==> config.mk <==
export PLATFORM = sky130hd
export DESIGN_NAME = instruction_format_predecoder
export DESIGN_NICKNAME = d
export VERILOG_FILES = /design/src/hw/rtl/idp_pkg.sv /design/src/hw/rtl/idp_lookup.sv /design/src/hw/rtl/idp_decode.sv /design/src/hw/rtl/idp_disp.sv /design/src/hw/rtl/instruction_format_predecoder.sv
export SDC_FILE = /design/constraint.sdc
export NUM_CORES = 1
export LEC_CHECK = 0
export BUFFER_PORTS_ARGS = -buffer_cell sky130_fd_sc_hd__buf_4
export CAP_MARGIN = 20
export CORE_UTILIZATION = 52
export DETAILED_ROUTE_END_ITERATION = 16
export PLACE_DENSITY = 0.82
export SKIP_CTS_REPAIR_TIMING = 1
export SLEW_MARGIN = 10
export SYNTH_ARGS = -nofsm -noshare
export SYNTH_HDL_FRONTEND = slang
export SYNTH_SLANG_ARGS = --single-unit
export TNS_END_PERCENT = 1
==> constraint.sdc <==
create_clock -name clk_i -period 2.63 [get_ports clk_i]
set_input_delay 0.3945 -clock clk_i [delete_from_list [all_inputs] [get_ports clk_i]]
set_output_delay 0.3945 -clock clk_i [all_outputs]
set_load 0.05 [all_outputs]
==> src/hw/rtl/idp_pkg.sv <==
// Shared types, constants and the opcode format table of the instruction format predecoder.
// No dependencies; every other RTL file of the block refers to this package by scoped names.
package idp_pkg;

  typedef enum logic [2:0] {
    FMT_RR  = 3'd0,
    FMT_SF  = 3'd1,
    FMT_RI1 = 3'd2,
    FMT_RI2 = 3'd3,
    FMT_RX1 = 3'd4,
    FMT_RX2 = 3'd5,
    FMT_RX3 = 3'd6,
    FMT_BAD = 3'd7
  } fmt_e;

  // Instruction lengths in bytes; zero flags an illegal opcode.
  localparam logic [2:0] LEN_ILLEGAL = 3'd0;
  localparam logic [2:0] LEN_SHORT   = 3'd2;
  localparam logic [2:0] LEN_MEDIUM  = 3'd4;
  localparam logic [2:0] LEN_LONG    = 3'd6;

  // RX family refinement, taken from the top two bits of the next word.
  localparam logic [1:0] RX_ABS  = 2'b00;
  localparam logic [1:0] RX_IDX2 = 2'b01;
  localparam logic [1:0] RX_POS  = 2'b10;
  localparam logic [1:0] RX_NEG  = 2'b11;

  localparam logic [31:0] PC_STEP = 32'd4;

  typedef struct packed {
    logic [31:0] first_word;
    logic [31:0] next_word;
    logic [31:0] location;
  } req_t;

  typedef struct packed {
    logic [2:0]  length_bytes;
    logic [2:0]  format_code;
    logic        branch_on_true;
    logic        branch_on_false;
    logic        branch_backward;
    logic        link_branch;
    logic        mem_to_mem;
    logic [3:0]  reg_first;
    logic [3:0]  reg_second;
    logic [3:0]  reg_third;
    logic signed [31:0] displacement;
  } rsp_t;

  typedef struct packed {
    logic mm;
    logic bl;
    logic bb;
    logic bf;
    logic bt;
  } flags_t;

  typedef struct packed {
    flags_t flags;
    fmt_e   fmt;
  } op_entry_t;

  // Stage 1 -> stage 2: table entry plus the raw words.
  typedef struct packed {
    op_entry_t   entry;
    logic [31:0] first_word;
    logic [31:0] next_word;
    logic [31:0] location;
  } lkp_t;

  // Stage 2 -> stage 3: everything decoded, displacement still as two addends.
  typedef struct packed {
    fmt_e        fmt;
    flags_t      flags;
    logic [2:0]  len;
    logic [3:0]  reg_first;
    logic [3:0]  reg_second;
    logic [3:0]  reg_third;
    logic [31:0] base;
    logic [31:0] addend;
  } dec_t;

  // Table entry encoding: format in bits 2:0, flags above.
  localparam logic [7:0] T_R  = 8'h00;
  localparam logic [7:0] T_S  = 8'h01;
  localparam logic [7:0] T_I1 = 8'h02;
  localparam logic [7:0] T_I2 = 8'h03;
  localparam logic [7:0] T_X  = 8'h04;
  localparam logic [7:0] T_N  = 8'h07;
  localparam logic [7:0] F_BT = 8'h08;
  localparam logic [7:0] F_BF = 8'h10;
  localparam logic [7:0] F_BB = 8'h20;
  localparam logic [7:0] F_BL = 8'h40;
  localparam logic [7:0] F_MM = 8'h80;

  localparam logic [7:0] OP_TABLE [256] = '{
    T_N, T_R, T_R|F_BT, T_R|F_BF, T_R, T_R, T_R, T_R,
    T_R, T_R, T_R, T_R, T_R, T_R, T_N, T_N,
    T_S, T_S, T_R, T_R, T_N, T_R, T_R, T_R,
    T_R, T_N, T_N, T_N, T_R, T_R, T_N, T_N,
    T_S|F_BT|F_BB, T_S|F_BT, T_S|F_BF|F_BB, T_S|F_BF, T_S, T_S, T_S, T_S,
    T_R, T_R, T_R, T_R, T_R, T_R, T_R, T_R,
    T_N, T_N, T_R, T_R, T_R, T_N, T_N, T_R,
    T_R, T_R, T_R, T_R, T_R, T_R, T_R, T_R,
    T_X, T_X|F_BL, T_X|F_BT, T_X|F_BF, T_X, T_X, T_X, T_X,
    T_X, T_X, T_X, T_X, T_X, T_X, T_N, T_N,
    T_X, T_X, T_N, T_N, T_X, T_X, T_X, T_X,
    T_X, T_X, T_X, T_X, T_X, T_X, T_X, T_X,
    T_X, T_X, T_X, T_X, T_X, T_X, T_X, T_X,
    T_X, T_X, T_X, T_X, T_X, T_X, T_X, T_X,
    T_X, T_X, T_X, T_X, T_X, T_X, T_X, T_X,
    T_X, T_X, T_X, T_X, T_X, T_X, T_X, T_X,
    T_N, T_N, T_X, T_N, T_X, T_N, T_N, T_X,
    T_S, T_N, T_N, T_N, T_X|F_MM, T_N, T_N, T_N,
    T_S, T_S, T_R, T_R, T_R, T_R, T_R, T_R,
    T_R, T_R, T_R, T_R, T_N, T_R, T_R, T_N,
    T_N, T_N, T_N, T_N, T_R, T_R, T_R, T_R,
    T_N, T_N, T_N, T_N, T_N, T_N, T_N, T_N,
    T_N, T_N, T_N, T_N, T_N, T_N, T_N, T_N,
    T_N, T_N, T_N, T_N, T_N, T_N, T_N, T_N,
    T_X, T_X, T_X, T_I1, T_I1, T_I1, T_I1, T_I1,
    T_I1, T_I1, T_I1, T_I1, T_I1, T_I1, T_I1, T_I1,
    T_X, T_X, T_X, T_X, T_X, T_X, T_X, T_X,
    T_X, T_X, T_X, T_X, T_N, T_X, T_X, T_X,
    T_X, T_X, T_X, T_X, T_N, T_X, T_X, T_X,
    T_R, T_I1, T_I1, T_I1, T_I1, T_I1, T_I1, T_I1,
    T_N, T_N, T_N, T_I2, T_I2, T_I2, T_I2, T_I2,
    T_I2, T_I2, T_I2, T_I2, T_N, T_N, T_N, T_N
  };

endpackage

==> src/hw/rtl/idp_lookup.sv <==
// Stage 1 of the predecoder: opcode table lookup and capture of the request words.
// Depends on idp_pkg.
module idp_lookup (
  input  logic           clk_i,
  input  logic           rst_ni,
  input  logic           valid_i,
  input  idp_pkg::req_t  req_i,
  output logic           valid_o,
  output idp_pkg::lkp_t  lkp_o
);

  logic          valid_q;
  idp_pkg::lkp_t lkp_d, lkp_q;

  always_comb begin
    lkp_d.entry      = idp_pkg::op_entry_t'(idp_pkg::OP_TABLE[req_i.first_word[31:24]]);
    lkp_d.first_word = req_i.first_word;
    lkp_d.next_word  = req_i.next_word;
    lkp_d.location   = req_i.location;
  end

  always_ff @(posedge clk_i or negedge rst_ni) begin
    if (!rst_ni) begin
      valid_q <= 1'b0;
    end else begin
      valid_q <= valid_i;
    end
  end

  always_ff @(posedge clk_i) begin
    if (valid_i) begin
      lkp_q <= lkp_d;
    end
  end

  assign valid_o = valid_q;
  assign lkp_o   = lkp_q;

endmodule

==> src/hw/rtl/idp_decode.sv <==
// Stage 2 of the predecoder: format refinement, length, register fields and displacement operands.
// Depends on idp_pkg.
module idp_decode (
  input  logic           clk_i,
  input  logic           rst_ni,
  input  logic           valid_i,
  input  idp_pkg::lkp_t  lkp_i,
  output logic           valid_o,
  output idp_pkg::dec_t  dec_o
);

  logic          valid_q;
  idp_pkg::dec_t dec_d, dec_q;
  logic [31:0]   w0, w1;

  assign w0 = lkp_i.first_word;
  assign w1 = lkp_i.next_word;

  always_comb begin
    dec_d.fmt        = lkp_i.entry.fmt;
    dec_d.flags      = lkp_i.entry.flags;
    dec_d.len        = idp_pkg::LEN_ILLEGAL;
    dec_d.reg_first  = w0[23:20];
    dec_d.reg_second = w0[19:16];
    dec_d.reg_third  = 4'd0;
    dec_d.base       = 32'd0;
    dec_d.addend     = 32'd0;
    case (lkp_i.entry.fmt)
      idp_pkg::FMT_RR, idp_pkg::FMT_SF: begin
        dec_d.len = idp_pkg::LEN_SHORT;
      end
      idp_pkg::FMT_RI1: begin
        dec_d.len    = idp_pkg::LEN_MEDIUM;
        dec_d.addend = {{16{w0[15]}}, w0[15:0]};
      end
      idp_pkg::FMT_RI2: begin
        dec_d.len    = idp_pkg::LEN_LONG;
        dec_d.addend = w1;
      end
      idp_pkg::FMT_RX1: begin
        case (w1[31:30])
          idp_pkg::RX_ABS: begin
            dec_d.len    = idp_pkg::LEN_MEDIUM;
            dec_d.addend = {16'h0000, w1[31:16]};
          end
          idp_pkg::RX_POS: begin
            dec_d.fmt    = idp_pkg::FMT_RX2;
            dec_d.len    = idp_pkg::LEN_MEDIUM;
            dec_d.addend = {17'h00000, w1[30:16]};
            dec_d.base   = lkp_i.location + idp_pkg::PC_STEP;
          end
          idp_pkg::RX_NEG: begin
            dec_d.fmt    = idp_pkg::FMT_RX2;
            dec_d.len    = idp_pkg::LEN_MEDIUM;
            dec_d.addend = {16'hffff, w1[31:16]};
            dec_d.base   = lkp_i.location + idp_pkg::PC_STEP;
          end
          default: begin
            dec_d.fmt       = idp_pkg::FMT_RX3;
            dec_d.len       = idp_pkg::LEN_LONG;
            dec_d.reg_third = w1[27:24];
            dec_d.addend    = {{8{w1[23]}}, w1[23:0]};
          end
        endcase
      end
      default: begin
        // illegal opcode: drop all flags
        dec_d.flags = '0;
      end
    endcase
  end

  always_ff @(posedge clk_i or negedge rst_ni) begin
    if (!rst_ni) begin
      valid_q <= 1'b0;
    end else begin
      valid_q <= valid_i;
    end
  end

  always_ff @(posedge clk_i) begin
    if (valid_i) begin
      dec_q <= dec_d;
    end
  end

  assign valid_o = valid_q;
  assign dec_o   = dec_q;

endmodule

==> src/hw/rtl/idp_disp.sv <==
// Stage 3 of the predecoder: final displacement add and the result register.
// Depends on idp_pkg.
module idp_disp (
  input  logic           clk_i,
  input  logic           rst_ni,
  input  logic           valid_i,
  input  idp_pkg::dec_t  dec_i,
  output logic           valid_o,
  output idp_pkg::rsp_t  rsp_o
);

  logic          valid_q;
  idp_pkg::rsp_t rsp_d, rsp_q;

  always_comb begin
    rsp_d.length_bytes    = dec_i.len;
    rsp_d.format_code     = dec_i.fmt;
    rsp_d.branch_on_true  = dec_i.flags.bt;
    rsp_d.branch_on_false = dec_i.flags.bf;
    rsp_d.branch_backward = dec_i.flags.bb;
    rsp_d.link_branch     = dec_i.flags.bl;
    rsp_d.mem_to_mem      = dec_i.flags.mm;
    rsp_d.reg_first       = dec_i.reg_first;
    rsp_d.reg_second      = dec_i.reg_second;
    rsp_d.reg_third       = dec_i.reg_third;
    // wraps modulo 2^32
    rsp_d.displacement    = $signed(dec_i.base + dec_i.addend);
  end

  always_ff @(posedge clk_i or negedge rst_ni) begin
    if (!rst_ni) begin
      valid_q <= 1'b0;
    end else begin
      valid_q <= valid_i;
    end
  end

  always_ff @(posedge clk_i) begin
    if (valid_i) begin
      rsp_q <= rsp_d;
    end
  end

  assign valid_o = valid_q;
  assign rsp_o   = rsp_q;

endmodule

==> src/hw/rtl/instruction_format_predecoder.sv <==
// Top level of the instruction format predecoder: three-stage pipeline.
// Depends on idp_pkg, idp_lookup, idp_decode and idp_disp.
//
// Usage:
//   Request channel: drive req_i (first word, word at address plus two, address)
//   and raise start. A request is taken at each rising edge where start is high
//   and busy is low. busy stays low: the pipeline takes one request per cycle.
//   Result channel: done_o is high for one cycle per result with rsp_o valid in that
//   cycle. Every request yields exactly one result, in request order.
//   Stages, each ending in a register: opcode table lookup, format decode
//     with the address+4 add, final displacement add. Throughput: one request
//     per cycle.
//   Reset: rst_ni clears the per-stage valid bits; requests in flight are
//   dropped, payload registers keep stale data that is never strobed out.
//   The receiver cannot stall, so the pipeline never holds; nothing waits.
//   Illegal opcodes give length 0, format 7 and no flags; register fields are
//   still taken from the first word.
module instruction_format_predecoder (
  input  logic           clk_i,
  input  logic           rst_ni,
  input  logic           start,
  output logic           busy,
  input  idp_pkg::req_t  req_i,
  output logic           done_o,
  output idp_pkg::rsp_t  rsp_o
);

  logic          s1_valid, s2_valid;
  idp_pkg::lkp_t s1_lkp;
  idp_pkg::dec_t s2_dec;

  // The pipeline always advances, so the request side is never held off.
  assign busy = 1'b0;

  idp_lookup u_lookup (
    .clk_i   (clk_i),
    .rst_ni  (rst_ni),
    .valid_i (start),
    .req_i   (req_i),
    .valid_o (s1_valid),
    .lkp_o   (s1_lkp)
  );

  idp_decode u_decode (
    .clk_i   (clk_i),
    .rst_ni  (rst_ni),
    .valid_i (s1_valid),
    .lkp_i   (s1_lkp),
    .valid_o (s2_valid),
    .dec_o   (s2_dec)
  );

  idp_disp u_disp (
    .clk_i   (clk_i),
    .rst_ni  (rst_ni),
    .valid_i (s2_valid),
    .dec_i   (s2_dec),
    .valid_o (done_o),
    .rsp_o   (rsp_o)
  );

  // An illegal length always comes with the illegal format and no flags.
  a_illegal_clean: assert property (@(posedge clk_i) disable iff (!rst_ni)
    (done_o && rsp_o.length_bytes == idp_pkg::LEN_ILLEGAL) |->
      (rsp_o.format_code == idp_pkg::FMT_BAD && !rsp_o.branch_on_true &&
       !rsp_o.branch_on_false && !rsp_o.branch_backward &&
       !rsp_o.link_branch && !rsp_o.mem_to_mem))
    else $error("illegal opcode result carries format or flags");

  // The third register field is only used by RX3.
  a_reg_third: assert property (@(posedge clk_i) disable iff (!rst_ni)
    (done_o && rsp_o.format_code != idp_pkg::FMT_RX3) |-> (rsp_o.reg_third == 4'd0))
    else $error("reg_third set outside RX3");

  // RX3 is a long instruction.
  a_rx3_len: assert property (@(posedge clk_i) disable iff (!rst_ni)
    (done_o && rsp_o.format_code == idp_pkg::FMT_RX3) |->
      (rsp_o.length_bytes == idp_pkg::LEN_LONG))
    else $error("RX3 result with wrong length");

  // Formats without a displacement field give zero.
  a_no_disp: assert property (@(posedge clk_i) disable iff (!rst_ni)
    (done_o && (rsp_o.format_code == idp_pkg::FMT_RR ||
                rsp_o.format_code == idp_pkg::FMT_SF ||
                rsp_o.format_code == idp_pkg::FMT_BAD)) |->
      (rsp_o.displacement == 32'sd0))
    else $error("displacement nonzero for a format without one");

endmodule

Yosys cells after proc, flatten, opt, wreduce, memory -nomap -nowiden
Memory sizes are Yosys's and may differ from the RTL's. A register that Yosys moved wholly into a read port is not among the register bits.
Index checks and enable logic that the tools add are counted.
- reductions and logical operators: 8
- add/subtract/negate cells: 2
- mux-type cells: 6
- equal/unequal tests: 6
- bitwise gates (word level): 2
- operators by type and width (kind ; number):
    $pmux W32 S3 ; 2
    $add A32 B3 Y32 const B ; 1
    $add A32 B32 Y32 ; 1
    $pmux W3 S4 ; 1
    $not A8 Y9 ; 1
    $eq A3 B2 Y1 const B ; 2
    $pmux W3 S2 ; 1
    $reduce_or A5 Y1 ; 1
    $eq A2 B2 Y1 const B ; 2
    $reduce_or A2 Y1 ; 2
    $reduce_or A4 Y1 ; 1
    $eq A3 B1 Y1 const B ; 1
    $eq A3 B3 Y1 const B ; 1
    $logic_not A3 Y1 ; 1
    $mux W3 ; 1
    $reduce_or A3 Y1 ; 1
    $logic_not A2 Y1 ; 1
    $mux W2 ; 1
    $reduce_and A2 Y1 ; 1
    $not A1 Y1 ; 1
- memories kept: 1
- logic and storage cells: 54
- output and inout bits: 57
- bits in registers: 233
- bits in read-only memories: 2048
- input port bits: 99
- memories (memory ; words ; bits a word ; rd ports ; clocked after Yosys merged registers in ; write ports ; RTL line ; RTL):
    (name not given) ; 256 ; 8 ; 1 ; 1 ; 0 ; idp_lookup.sv:16 ; lkp_d.entry = idp_pkg::op_entry_t'(idp_pkg::OP_TABLE[req_i.first_word[31:24]]);

Longest topological paths before layout
- word-level depth: 4
- depth in mapped cells: 10
- depth with buffers taken out: 9

By module
Synthesis repeated with hierarchy kept, for this count alone.
- cells, all modules: 816
- area total of the unflattened synthesis: 11197.0 µm²
- modules (own cells, without submodules) (module ; area each (µm²) ; cells an instance ; instances ; seq. area each (µm²)):
    idp_decode ; 4043.9 ; 309 ; 1 ; 2607.5
    idp_lookup ; 3731.1 ; 197 ; 1 ; 3148.0
    idp_disp ; 3410.8 ; 308 ; 1 ; 1676.6
    instruction_format_predecoder ; 11.3 ; 2 ; 1 ; 0.0

Least setup slack after synthesis
Ideal clock, no wire load.
- path kind: register -> register
- start point: register u_lookup.valid_q, in the netlist u_lookup.valid_o
- end point: register u_decode.dec_q, in the netlist u_decode.dec_o[0], enable pin
- arrival: 2.045 ns
- buffers on the path: 0
- cell stages (with the launch flop): 1
- path slack: 0.141 ns
- data required time: 2.186 ns
- cells stage by stage: dfrtp_1
- RTL lines (item ; RTL line ; RTL):
    from (decl) ; idp_lookup.sv:12 ; logic valid_q;
    from (signal assigned) ; idp_lookup.sv:26 ; valid_q <= valid_i;
    to (signal assigned) ; idp_decode.sv:83 ; dec_q <= dec_d;
    to (decl) ; idp_decode.sv:13 ; idp_pkg::dec_t dec_d, dec_q;
No word-level cell between the ends.

==> impl_summary.txt <==
----------------------------------------------------
[Floorplanning]
  Floorplan die area ... roughly 21,000 sq um
  Starting Density ... 0.536
  Core Footprint ... 19,700 sq um
  Count of standard-cell rows ... 51
  Horiz. Die Dim ... 144 um
  Number of top-level pins ... 156
  Die H ... 144 um

[Timing]
  Setup Total Neg Slack ... 0 ns
  Worst-case setup margin in the final layout ... 0.0981 ns
  Final Hold Fails ... 0
  Worst hold-check slack ... roughly 0.043 ns
  Final critical-path share of the clock period ... 0.963
  Actual transition at the worst max-transition pin ... ~0.73 ns
  Max Freq ... 395 MHz
  Max-slew headroom at the worst pin ... 0.513
  Worst Skew ... 0.0146 ns
  Number of slew-limit violations in the final report ... 0
  Final critical path time including I/O delays and setup ... 2.53 ns
  Setup-failing EPs final ... 0

[Final layout]
  Area added between synthesis and finish ... 22.2%
  Post-layout util ... 0.656
  Share of post-route cells with drive strength above 1 ... 0.237
  Final non-filler cell area ... ~13,000 sq um
  Commonest cells after routing, fill and taps aside ... sky130_fd_sc_hd__edfxtp_1 (236), sky130_fd_sc_hd__buf_4 (164), sky130_fd_sc_hd__nor2_1 (56)
  Count of filler cells inserted in the layout ... ~1,400
  Non-filler instance count after layout ... roughly 1,200
  Inserted Diodes ... 0
  Number of nets in the final layout ... 1,061
  Commonest non-fill, non-tap cell in the layout ... sky130_fd_sc_hd__edfxtp_1

[Detailed routing]
  Routed wire length ... between 20,000 and 25,000 um
  Vias post-DR ... 6,739
  Detailed-routing iteration count for the pre-antenna-repair pass ... 5
  Post-DR vias/cell ... 5.57
  First DRT Iteration DRCs ... 594
  Antenna Nets Post-Route ... 0
  DR WL/cell ... 18.5 um
  Number of design rule violations left after detail routing ... 0

[Place]
  Routability congestion estimate from global placement ... 0.873
  Post-placement cell count ... 1,162
  Worst Setup Slack post-DPL ... between 0.01 and 0.015 ns
  Detailed Place HPWL ... between 15,000 and 20,000 um
  Post-Place Cell Area ... 12,000 sq um
  Port Buf Inserts ... 153

[Synthesis]
  Instance count of the mapped netlist ... 765
  Avg Inst Size Synth ... 13.8 sq um
  Number of warnings issued by yosys ... 0
  Sequential fraction of the synthesis area ... 0.679
  Async S/R FF share, synth ... 0.0126
  Netlist Area Pre-Place ... 10,500 sq um
  Number of enable flip-flop cells after synthesis ... 236
  Register bit count reported by yosys ... ~240
  Flip-flop cell with the highest count after synthesis ... sky130_fd_sc_hd__edfxtp_1
  Unique masters post-synth ... 62

[Setup path]
  Nature of the critical path startpoint ... register
  CP cell instances ... ha_1, fa_2, a21o_1, a221oi_2, o21ai_2, o21ai_2, o21ai_2, a31oi_1, xnor2_1
  Endpoint kind of the worst setup timing path ... register
  Crit path DAT ... 2.80 ns
  CP Class ... reg2reg
  Top delay family on crit path ... compound AO/OA/AOI/OAI gates
  Buffers & Inverters on Critical Path ... 0
  Most frequent cell on the critical path ... sky130_fd_sc_hd__o21ai_2
  CP max stage cell ... sky130_fd_sc_hd__edfxtp_1
  Worst endpoint required time ... 2.89 ns
  Delay of the slowest cell on the worst path ... approximately 0.37 ns
  Crit path max fanout ... 4

[CTS]
  Worst-Skew Late Latency ... roughly 0.53 ns
  Clock H-tree levels ... 1
  Buffer type at the clock tree root ... sky130_fd_sc_hd__clkbuf_16
  TritonCTS clock tree ... built
  Clk sinks ... 239
  CTS Buf Count ... 25
  Max Root-Sink Buffers ... 3
  Clock-pin slew of the registers on the worst-case setup and hold paths ... around 0.06 ns

[Flow run]
  Number of maximum-capacitance violations ... 0

[GRT]
  Pin count of the biggest net entering global routing ... 98
  Overall track demand over capacity in global routing ... 0.221
  Number of global-route vias before repair ... 6,588
  Number of antenna violations at the first check in global routing ... 0
  Total congestion overflow after global routing ... 0
  Wire length of the first global-routing pass ... between 30,000 and 40,000 um

[Status]
  Run status ... finished, final reports clean

[Pwr]
  Total power divided by cell area ... 803 nW/um^2
  Worst supply voltage drop on vdd ... between 0.4 and 0.5 mV
  Power consumption ... 10.3 mW
  Leakage ... 5.05 nW

[Min path]
  Worst min-delay path category ... in2reg

----------------------------------------------------
-- worst register-to-register path, cell delays in order (launching register included) --
cell and delay, ns:
sky130_fd_sc_hd__edfxtp_1 0.37, sky130_fd_sc_hd__ha_1 0.26, sky130_fd_sc_hd__fa_2 0.36, sky130_fd_sc_hd__a21o_1 0.21
sky130_fd_sc_hd__a221oi_2 0.30, sky130_fd_sc_hd__o21ai_2 0.14, sky130_fd_sc_hd__o21ai_2 0.25, sky130_fd_sc_hd__o21ai_2 0.11
sky130_fd_sc_hd__a31oi_1 0.20, sky130_fd_sc_hd__xnor2_1 0.08
-- area by class of cell --
cell class	instances	area, sq um	area share
repair buffers	168	1290	0.100
flip-flops and latches	239	7170	0.556
well taps	265	332	0.0257
multi-input cells	464	3160	0.245
inverters	28	105	0.00816
clock inverters	13	180	0.0140
clock buffers	32	652	0.0506
-- sequential cells by signal (all words and copies together) (netlist names) --
signal / count
u_lookup.valid_o: 1
u_disp.rsp_o: 54
u_decode.valid_o: 1
u_disp.valid_o: 1
u_lookup.lkp_o: 96
u_decode.dec_o: 86
-- where the power goes --
group          internal [mW]  switching, mW  leakage [nW]
clock network           2.15           1.39         0.399
registers               4.68          0.201          2.32
logic                  0.723           1.20          2.33
total                   7.55           2.79          5.05
-- metal layers --
layer  track usage  part of all wire
met1         0.291              0.41
met2         0.357              0.48
met3        0.0411             0.066
met4        0.0981             0.040
met5             0                 0
-- logic make-up after synthesis --
group / synth area share
compound gates: 0.112
xor+xnor: 0.0449
other cells: 0.000356
simple gates: 0.0930
flops: 0.679
fa+ha+maj: 0.0434
buf+inv: 0.0236
mux: 0.00380
-- cell usage after synthesis, drive strengths merged, types with 5 or more instances --
| master | number | area (sq um) |
|---|---|---|
| a211oi | 5 | 37.5 |
| a21o | 27 | 203 |
| a21oi | 49 | 249 |
| a222oi | 15 | 150 |
| a31oi | 7 | 43.8 |
| and2 | 10 | 62.6 |
| and3 | 15 | 93.8 |
| buf | 6 | 35.0 |
| clkbuf | 29 | 109 |
| edfxtp | 236 | 7090 |
| ha | 35 | 438 |
| inv | 28 | 105 |
| nand2 | 37 | 139 |
| nand2b | 6 | 37.5 |
| nand3 | 25 | 125 |
| nand4 | 11 | 83.8 |
| nor2 | 57 | 216 |
| nor3 | 8 | 40.0 |
| o211ai | 5 | 42.5 |
| o21a | 6 | 45.0 |
| o21ai | 43 | 226 |
| or3 | 5 | 31.3 |
| xnor2 | 28 | 245 |
| xor2 | 26 | 228 |
-- worst paths after layout --
| check | start | cells after the start | endpoint | slack (ns) |
|---|---|---|---|---|
| worst min-delay path | req_i[68] | 1 | u_lookup.lkp_o[68] | 0.04 |
| max in group asynchronous | rst_ni | 2 | u_decode.valid_o | 2.32 |
| min in group asynchronous | rst_ni | 2 | u_lookup.valid_o | 0.20 |
| worst max-delay path | u_decode.dec_o[0] | 9 | u_disp.rsp_o[26] | 0.1 |
| worst min register to register | u_decode.dec_o[79] | 0 | u_disp.rsp_o[48] | 0.42 |
| worst max register to register | u_decode.dec_o[0] | 9 | u_disp.rsp_o[26] | 0.1 |
Power figures use the tool's default switching activity.
